<file path="src/hdl/cdconv_pkg.sv">
`default_nettype none
package cdconv_pkg;

  // Field widths of the fixed-point datapath
  localparam int CH_W      = 6;
  localparam int TAP_W     = 2;
  localparam int VALUE_W   = 16;
  localparam int PROD_W    = 2 * VALUE_W;
  localparam int FRAC_BITS = 12;
  localparam int ROUND_BIAS = 1 << (FRAC_BITS - 1);

  // Item kinds on the input channel
  localparam logic MODE_WEIGHT = 1'b0;
  localparam logic MODE_SAMPLE = 1'b1;

  typedef struct packed {
    logic                       mode;
    logic [CH_W-1:0]            channel;
    logic [TAP_W-1:0]           tap;
    logic signed [VALUE_W-1:0]  value;
    logic                       warmup;
  } in_item_t;

  typedef struct packed {
    logic [CH_W-1:0]            out_channel;
    logic signed [VALUE_W-1:0]  result;
    logic                       saturated;
  } out_item_t;

endpackage
`default_nettype wire

</file>
<file path="src/hdl/cdconv_acc.sv">
`default_nettype none
module cdconv_acc #(
  parameter int TAPS = 4
) (
  input  logic signed [cdconv_pkg::PROD_W-1:0]  prod [TAPS],
  output logic signed [cdconv_pkg::VALUE_W-1:0] result,
  output logic                                  saturated
);

  // Sum width with headroom for all taps plus the rounding bias
  localparam int SW = cdconv_pkg::PROD_W + $clog2(TAPS) + 1;
  localparam logic signed [SW-1:0] BIAS  = SW'(cdconv_pkg::ROUND_BIAS);
  localparam logic signed [SW-1:0] Q_MAX = SW'(32'sd32767);
  localparam logic signed [SW-1:0] Q_MIN = SW'(-32'sd32768);

  logic signed [SW-1:0] acc;
  logic signed [SW-1:0] q;

  // Add up the tap products exactly
  always_comb begin
    acc = '0;
    for (int i = 0; i < TAPS; i++) begin
      acc = acc + SW'(prod[i]);
    end
  end

  // Round half up to Q4.12, then clip to 16 bits
  always_comb begin
    q = (acc + BIAS) >>> cdconv_pkg::FRAC_BITS;
    if (q > Q_MAX) begin
      result    = Q_MAX[cdconv_pkg::VALUE_W-1:0];
      saturated = 1'b1;
    end else if (q < Q_MIN) begin
      result    = Q_MIN[cdconv_pkg::VALUE_W-1:0];
      saturated = 1'b1;
    end else begin
      result    = q[cdconv_pkg::VALUE_W-1:0];
      saturated = 1'b0;
    end
  end

endmodule
`default_nettype wire
</file>
<file path="config.mk">
export PLATFORM = sky130hd
export DESIGN_NAME = cdconv_acc
export DESIGN_NICKNAME = d
export VERILOG_FILES = /design/src/hdl/cdconv_pkg.sv /design/src/hdl/cdconv_acc.sv
export SDC_FILE = /design/constraint.sdc
export NUM_CORES = 1
export LEC_CHECK = 0
export BUFFER_PORTS_ARGS = -buffer_cell sky130_fd_sc_hd__buf_2
export CORE_MARGIN = 2
export CORE_UTILIZATION = 28
export DETAILED_ROUTE_END_ITERATION = 16
export PLACE_DENSITY = 0.46
export SLEW_MARGIN = 20
export SYNTH_ARGS = -nofsm -noshare
export SYNTH_HDL_FRONTEND = slang
export SYNTH_SLANG_ARGS = --single-unit
</file>
<file path="constraint.sdc">
create_clock -name vclk -period 6.8
set_clock_uncertainty 0.2 [all_clocks]
set_input_delay 0.34 -clock vclk [all_inputs]
set_output_delay 0.34 -clock vclk [all_outputs]
set_load 0.1 [all_outputs]
</file>
==> flow_summary.ini, run 1 <==
[synth]
synthXorXnorAreaFrac_pct = 4.368
yosysSeqAreaShare_pct = 0
synth-adder-area-share_pct = 51.61
synth_area_um2 = 4010
synth-simple-area-share_pct = 10.86
synth_compound_area_share_pct = 18.50
synth_warnings = 0
synthMuxAreaShare_pct = 0.8112
synth_cell_types = 53
synth_top_family_by_area = adder cells
syn_area_per_cell_um2 = 8.167
synthesis.instances = 491
synth.net_count = 746

[floorplanning]
dieArea_um2 = 15300
start_util_pct = 28.78
die_h_um = 123.7
ios = 145
die_x_um = 123.7
fp-row-count = 43
fp.coreArea_um2 = 13930

[timing]
period_share_pct = 90.57
maxSlewHeadroom_pct = 33.16
finalHoldViolCount = 0
drv_slew = 0
finalSetupTns_ns = 0
tightest_slew_ns = 0.9896
hold_ws_ns = 1.556
rsz0062_at_grt = no
fmax_ghz = 0.1624
finalCriticalPeriod_ns = 6.159
setup_viol = 0
worst_slack_ns = 0.6410

[detailed_routing]
first_pass_iters = 4
avgViaCountPerCell = 4.547
avgRoutedWirePerCell_um = 11.97
finalWirelength_mm = 9.718
ant_nets = 0
vias = 3692
drt_iter0_drc = 71
drc = 0

[grt]
grt-ovfl-total = 0
grt_max_degree = 12
grt_pass1_wl_mm = 16.43
grt_pass1_vias = 3740
antenna_found_initial = 0
grt_use_total_pct = 12.85

[critical_path]
cp.arrival_ns = 5.62
end_kind = output pin
crit_fanout = 10
worstSetupPathType = input pin to output pin
cp-start-kind = input pin
worst_ep_required_time_ns = 6.26

[placed_design]
place_ws_ns = 0.6682
place.gp.congestion = 0.8073
io_buffer_count = 145
place_hpwl_mm = 9.047

[layout]
nFlopsAndLatches = 0
n_antenna_cell = 0
nClkBuffers = 0
utilization_pct = 35.49
syn_to_final_growth_pct = 23.34
drive_gt1_share_pct = 25.00
fillers = 1476
layout.nets = 889
seq_area_um2 = 0

[min_path]
hp-start = prod[107]
holdPathEnd = result[0]
min_path_type = input pin to output pin
worstHoldPathCells = 6

[flow_run]
cap_violations = 0

[run_status]
outcome = finished clean

[clock_network]
cts.hold.buffers_added = 0
cts_resized = 0
post_cts_buffers = 0
==> synthesized netlist by cell type, drive strengths merged (3+ instances only) <==
cell type  count  area [um^2]
clkbuf         4        15.01
or2            5        31.28
xnor2          9        78.83
a21oi         30        150.1
nor3           9        45.04
o21ai         23        118.9
xor2          11        96.34
and4           3        26.28
o21a           5        37.54
o2111ai        3        26.28
o211ai        10        75.07
o21bai         5        37.54
nand2         29        108.9
nor2          10        37.54
nand3          5        25.02
a31oi          5        37.53
a21o           8        60.06
and2           3        18.77
and3           4        25.02
fa            64         1281
nand4          5        31.28
inv          142        533.0
ha            63        788.3
o31ai          3        22.52
==> how the worst max path moves through the flow <==
stage	startpoint	end	slack [ns]	cells after the start
after global placement	prod[5]	result[12]	0.75	17
final	prod[5]	result[11]	0.64	17
after detailed placement	prod[5]	result[11]	0.67	17
after global routing	prod[5]	result[11]	0.21	17
after floorplan	prod[5]	result[0]	0.14	15
after CTS	prod[5]	result[11]	0.63	17
==> cells in the final DEF, fill, tap and decap left out, drive strengths merged, types with 10 or more instances in the layout <==
cell / synthesis / layout
ha: 63 / 63
buf: 1 / 146
a21oi: 30 / 30
nor2: 10 / 10
o21ai: 23 / 23
o211ai: 10 / 10
inv: 142 / 142
nand2: 29 / 29
xor2: 11 / 11
fa: 64 / 64
==> cell families after synthesis <==
family / Yosys count
AOI/OAI and AO/OA: 110
muxes: 3
xor gates and xnor gates: 20
adders and majority gates: 127
buffers and inverters: 147
and+or+nand+nor: 84
==> final cells by class <==
| cell class | count | area, um^2 | share of cell area, % |
|---|---|---|---|
| inverters | 142 | 533.0 | 10.78 |
| repair buffers | 146 | 733.2 | 14.82 |
| well taps | 180 | 225.2 | 4.554 |
| multi-input cells | 344 | 3455 | 69.85 |
==> worst max-delay path, cell delays in order <==
cell and delay [ns]:
buf_2 0.08, inv_1 0.04, fa_1 0.53, inv_1 0.06, fa_1 0.46, ha_1 0.30
ha_1 0.35, and4b_1 0.27, a221oi_2 0.10, o311ai_1 0.41, a31oi_2 0.23, a21oi_1 0.37
a221oi_2 0.11, xnor2_1 0.51, a41oi_1 0.60, o21ai_0 0.37, buf_2 0.48
==> metrics by stage <==
step / std cells / area, um^2
floorplan: 491 / 4010
global placement: 812 / 4946
detailed placement: 812 / 4946
CTS: 812 / 4946
global route: 812 / 4946
finish: 812 / 4946
==> metal layers <==
layer  share of wire [%]  track usage [%]
met3                 5.0           0.4579
met2                  48            23.42
met5                   0                0
met4                0.55           0.5682
met1                  47            17.74
Power of run 1 is not shown: default switching activity piles up to over one toggle a cycle in this logic, so the estimate is an artifact.
==> run 2: changes to the inputs <==
ABC_AREA = 1   (was default)
PLACE_DENSITY = 0.45   (was 0.46)
SETUP_SLACK_MARGIN = 0.15   (was default)
==> flow_summary.ini, run 2 <==
[run_status]
outcome = finished clean

[detailed_routing]
ant_nets = 0
avgViaCountPerCell = 4.070
drc = 0
drt_iter0_drc = 116
first_pass_iters = 4
finalWirelength_mm = 11.47
vias = 4290
avgRoutedWirePerCell_um = 10.89

[floorplanning]
fp-row-count = 46
fp.coreArea_um2 = 15890
die_x_um = 131.7
dieArea_um2 = 17340
die_h_um = 131.7
ios = 145
start_util_pct = 28.74

[grt]
grt_use_total_pct = 13.55
grt_max_degree = 17
antenna_found_initial = 0
grt-ovfl-total = 0
grt_pass1_wl_mm = 19.88
grt_pass1_vias = 4384

[synth]
yosysSeqAreaShare_pct = 0
synth_common_cells = inv_1, nand2_1, fa_1, ha_1, nor2_1
synth_top_area_share_pct = 28.06
synth.net_count = 950
yosysMostFrequentCell = inv_1
synth_area_um2 = 4566
syn_area_per_cell_um2 = 6.569
yosys.area.top_type = fa_1
synthesis.instances = 695
synth_cell_types = 31
synth_area_leaders = fa_1, ha_1, inv_1, nand2_1, a21oi_1
synth_warnings = 0

[timing]
maxSlewHeadroom_pct = 66.66
tightest_slew_ns = 0.5035
finalCriticalPeriod_ns = 4.817
fmax_ghz = 0.2076
rsz0062_at_grt = no
period_share_pct = 70.85
finalHoldViolCount = 0
finalSetupTns_ns = 0
drv_slew = 0
setup_viol = 0

[critical_path]
crit_path_start = prod[23]
worst_ep_required_time_ns = 6.26
end_kind = output pin
crit_fanout = 16
cp-start-kind = input pin
worstSetupPathType = input pin to output pin
cp.arrival_ns = 4.28

[layout]
layout_commonest_cell = inv_1
fillers = 1823
utilization_pct = 34.85
layout.nets = 1095
n_antenna_cell = 0
drive_gt1_share_pct = 21.48
finalNonFillerCells = 1054
nFlopsAndLatches = 0
seq_area_um2 = 0
most-common-layout-cells = inv_1, nand2_1, buf_2, fa_1, ha_1
multiInputGateArea_um2 = 3751
nClkBuffers = 0
syn_to_final_growth_pct = 21.24

[power_and_ir_drop]
p_leak_nw = 3.449
ir_drop_v = 0.0004625
power_mw = 2.337
p_per_area_nw_per_um2 = 422.2

[clock_network]
post_cts_buffers = 0
cts.hold.buffers_added = 0
cts_resized = 0

[min_path]
hp-start = prod[127]
min_path_type = input pin to output pin

[placed_design]
place_hpwl_mm = 10.84
io_buffer_count = 145
dpl.cell_count = 1054
place.gp.congestion = 0.8702

[flow_run]
cap_violations = 0
==> run 2: kinds of logic after synthesis <==
logic type | after synthesis | share of synthesized area, %
AND/OR/NAND/NOR | 290 | 27.60
buffers and inverters | 212 | 17.84
adder cells (fa/ha/maj) | 127 | 45.33
AO/OA/AOI/OAI | 51 | 6.358
XOR/XNOR | 15 | 2.878
==> run 2: routing by layer <==
metal | part of all wire (%) | vias up | global-route usage, %
li1 | - | 2326 | -
met1 | 47 | 1869 | 17.82
met2 | 50 | 93 | 26.09
met3 | 3.0 | 2 | 0.1929
met4 | 0.24 | 0 | 0.3019
met5 | 0 | - | 0
==> run 2: layout make-up <==
| type | instances | share of cell area, % |
|---|---|---|
| Inverter | 210 | 14.24 |
| Multi-Input combinational cell | 483 | 67.77 |
| Timing Repair Buffer | 145 | 13.11 |
| Tap cell | 216 | 4.882 |
==> run 2: through the flow <==
step	hold WS, ns	area [um^2]	worst slack, ns
6_report	1.457	5535	1.983
2_1_floorplan	1.237	4566	1.932
5_1_grt	1.513	5535	1.674
3_5_place_dp	1.475	5535	1.927
3_3_place_gp	1.465	5535	1.976
4_1_cts	1.476	5535	1.910
==> run 2: worst max-delay path, stage by stage <==
cell and delay [ns]:
buf_2 0.08, inv_1 0.04, fa_1 0.53, inv_1 0.05
fa_1 0.45, ha_1 0.31, ha_1 0.36, a21oi_1 0.31
o21ai_0 0.19, a21oi_1 0.14, a21boi_1 0.16, nand2_1 0.11
nand2_1 0.09, nand2_1 0.05, nand2_1 0.07, nand2_2 0.08
inv_2 0.06, nand2_2 0.24, nand2_1 0.17, buf_2 0.44
==> run 2: report_power, final <==
part	internal [mW]	switching [mW]	total [mW]
sequential	0	0	0
combinational	0.595	1.74	2.34
clock	0	0	0
total	0.595	1.74	2.34
==> run 2: final timing paths <==
kind	end	slack, ns	depth (start not counted)
worst max-delay path	result[2]	1.98	20
worst min-delay path	result[15]	1.46	7
No activity file was read; power rests on OpenSTA's default activity.
==> run 3: changes to the inputs <==
PLACE_DENSITY = 0.47   (was 0.45)
clock period = 3.9 ns   (was 6.8 ns; I/O delays follow)
==> flow_summary.ini, run 3 (synthesis gave the netlist of run 2 again) <==
[flow_run]
cap_violations = 0

[detailed_routing]
ant_nets = 0
vias = 4759
drc = 0
avgRoutedWirePerCell_um = 11.87
avgViaCountPerCell = 4.193
drt_iter0_drc = 130
first_pass_iters = 4
finalWirelength_mm = 13.47

[timing]
worst_slack_ns = -0.3032
period_share_pct = 107.8
tightest_slew_ns = 0.3057
finalSetupTns_ns = -4.491
maxSlewHeadroom_pct = 79.52
setup_viol = 17
hold_ws_ns = 1.146
drv_slew = 0
fmax_ghz = 0.2379
finalCriticalPeriod_ns = 4.203
finalHoldViolCount = 0
rsz0062_at_grt = yes

[power_and_ir_drop]
p_per_area_nw_per_um2 = 902.1
power.share.combinational_pct = 100.0
p_leak_nw = 4.096
ir_drop_v = 0.0005356
pwr-share-seq_pct = 0
internal_power_mw = 2.984
p_sw_mw = 4.046
p_sw_share_pct = 57.55
p_clk_share_pct = 0

[placed_design]
place_ws_ns = -0.4685
io_buffer_count = 145
place.gp.congestion = 0.8618
place_hpwl_mm = 11.84
dpl_cell_area_um2 = 6693

[critical_path]
crit_fanout = 7
end_kind = output pin
worst_ep_required_time_ns = 3.50
cp.arrival_ns = 3.81
cp-start-kind = input pin
worstSetupPathType = input pin to output pin

[layout]
utilization_pct = 49.05
nFlopsAndLatches = 0
n_antenna_cell = 0
fillers = 1626
syn_to_final_growth_pct = 70.68
final_cell_area_um2 = 7792
most-common-layout-cells = inv_1, nand2_1, buf_2, buf_4, fa_1
nClkBuffers = 0
layout_commonest_cell = inv_1
drive_gt1_share_pct = 47.12
seq_area_um2 = 0
layout.nets = 1176

[grt]
grt_max_degree = 15
grt_pass1_vias = 4980
antenna_found_initial = 0
grt_pass1_wl_mm = 22.65
grt_use_total_pct = 15.46
grt-ovfl-total = 0

[run_status]
outcome = finished with violations
violations = negative setup slack

[floorplanning]
start_util_pct = 28.74
die_h_um = 131.7
die_x_um = 131.7
dieArea_um2 = 17340
fp-row-count = 46
fp.coreArea_um2 = 15890
ios = 145

[min_path]
min_path_type = input pin to output pin

[clock_network]
cts.hold.buffers_added = 0
-- run 3: stage by stage --
stage	power, mW	instances
2_1_floorplan	3.828	695
3_3_place_gp	5.986	1123
3_5_place_dp	5.972	1123
4_1_cts	6.626	1131
5_1_grt	7.536	1135
6_report	7.030	1135
-- run 3: layer usage --
metal | share of wire (%) | routed length (um) | GRT usage [%]
met5 | 0 | 0 | 0
met4 | 0.68 | 91 | 0.8454
met3 | 3.7 | 496 | 0.7330
met2 | 50 | 6701 | 28.59
met1 | 46 | 6179 | 20.81
-- run 3: worst paths after layout --
check                 startpoint        end  slack (ns)  cells past startpoint
worst min-delay path   prod[113]  result[5]        1.15                      8
worst max-delay path    prod[86]  result[2]       -0.30                     24
-- run 3: critical path: stages --
cell and delay, ns:
buf_2 0.08, inv_2 0.03, fa_1 0.54, inv_2 0.04, fa_1 0.58, ha_4 0.22
ha_4 0.30, nand2_4 0.06, buf_6 0.12, nor2_4 0.12, inv_2 0.07, nor2_4 0.11
and3_4 0.19, nand2_4 0.05, nand2_1 0.06, nand2_1 0.07, nand2_2 0.08, nand2_1 0.06
nor2_2 0.13, nand3_4 0.15, nand2_4 0.18, nand2_1 0.13, nand2_4 0.08, buf_12 0.16
-- run 3: power groups by stage --
stage | Sequential, mW | Combinational [mW] | Clock, mW
6_report | 0 | 7.03 | 0
4_1_cts | 0 | 6.63 | 0
3_5_place_dp | 0 | 5.97 | 0
2_1_floorplan | 0 | 3.83 | 0
5_1_grt | 0 | 7.54 | 0
3_3_place_gp | 0 | 5.99 | 0
-- run 3: repair_timing --
item                                    4_1_cts  5_1_grt
buffers inserted                              8        3
pin swaps                                    35       43
gates resized for setup                      98       86
endpoints found under the setup margin       17       17
cloned                                        0        1
-- run 3: layout make-up --
cell class / count / area (um^2) / share of cell area, %
well taps: 216 / 270.3 / 3.468
repair buffers: 225 / 1689 / 21.68
inverters: 210 / 800.8 / 10.28
multi-input cells: 484 / 5032 / 64.58
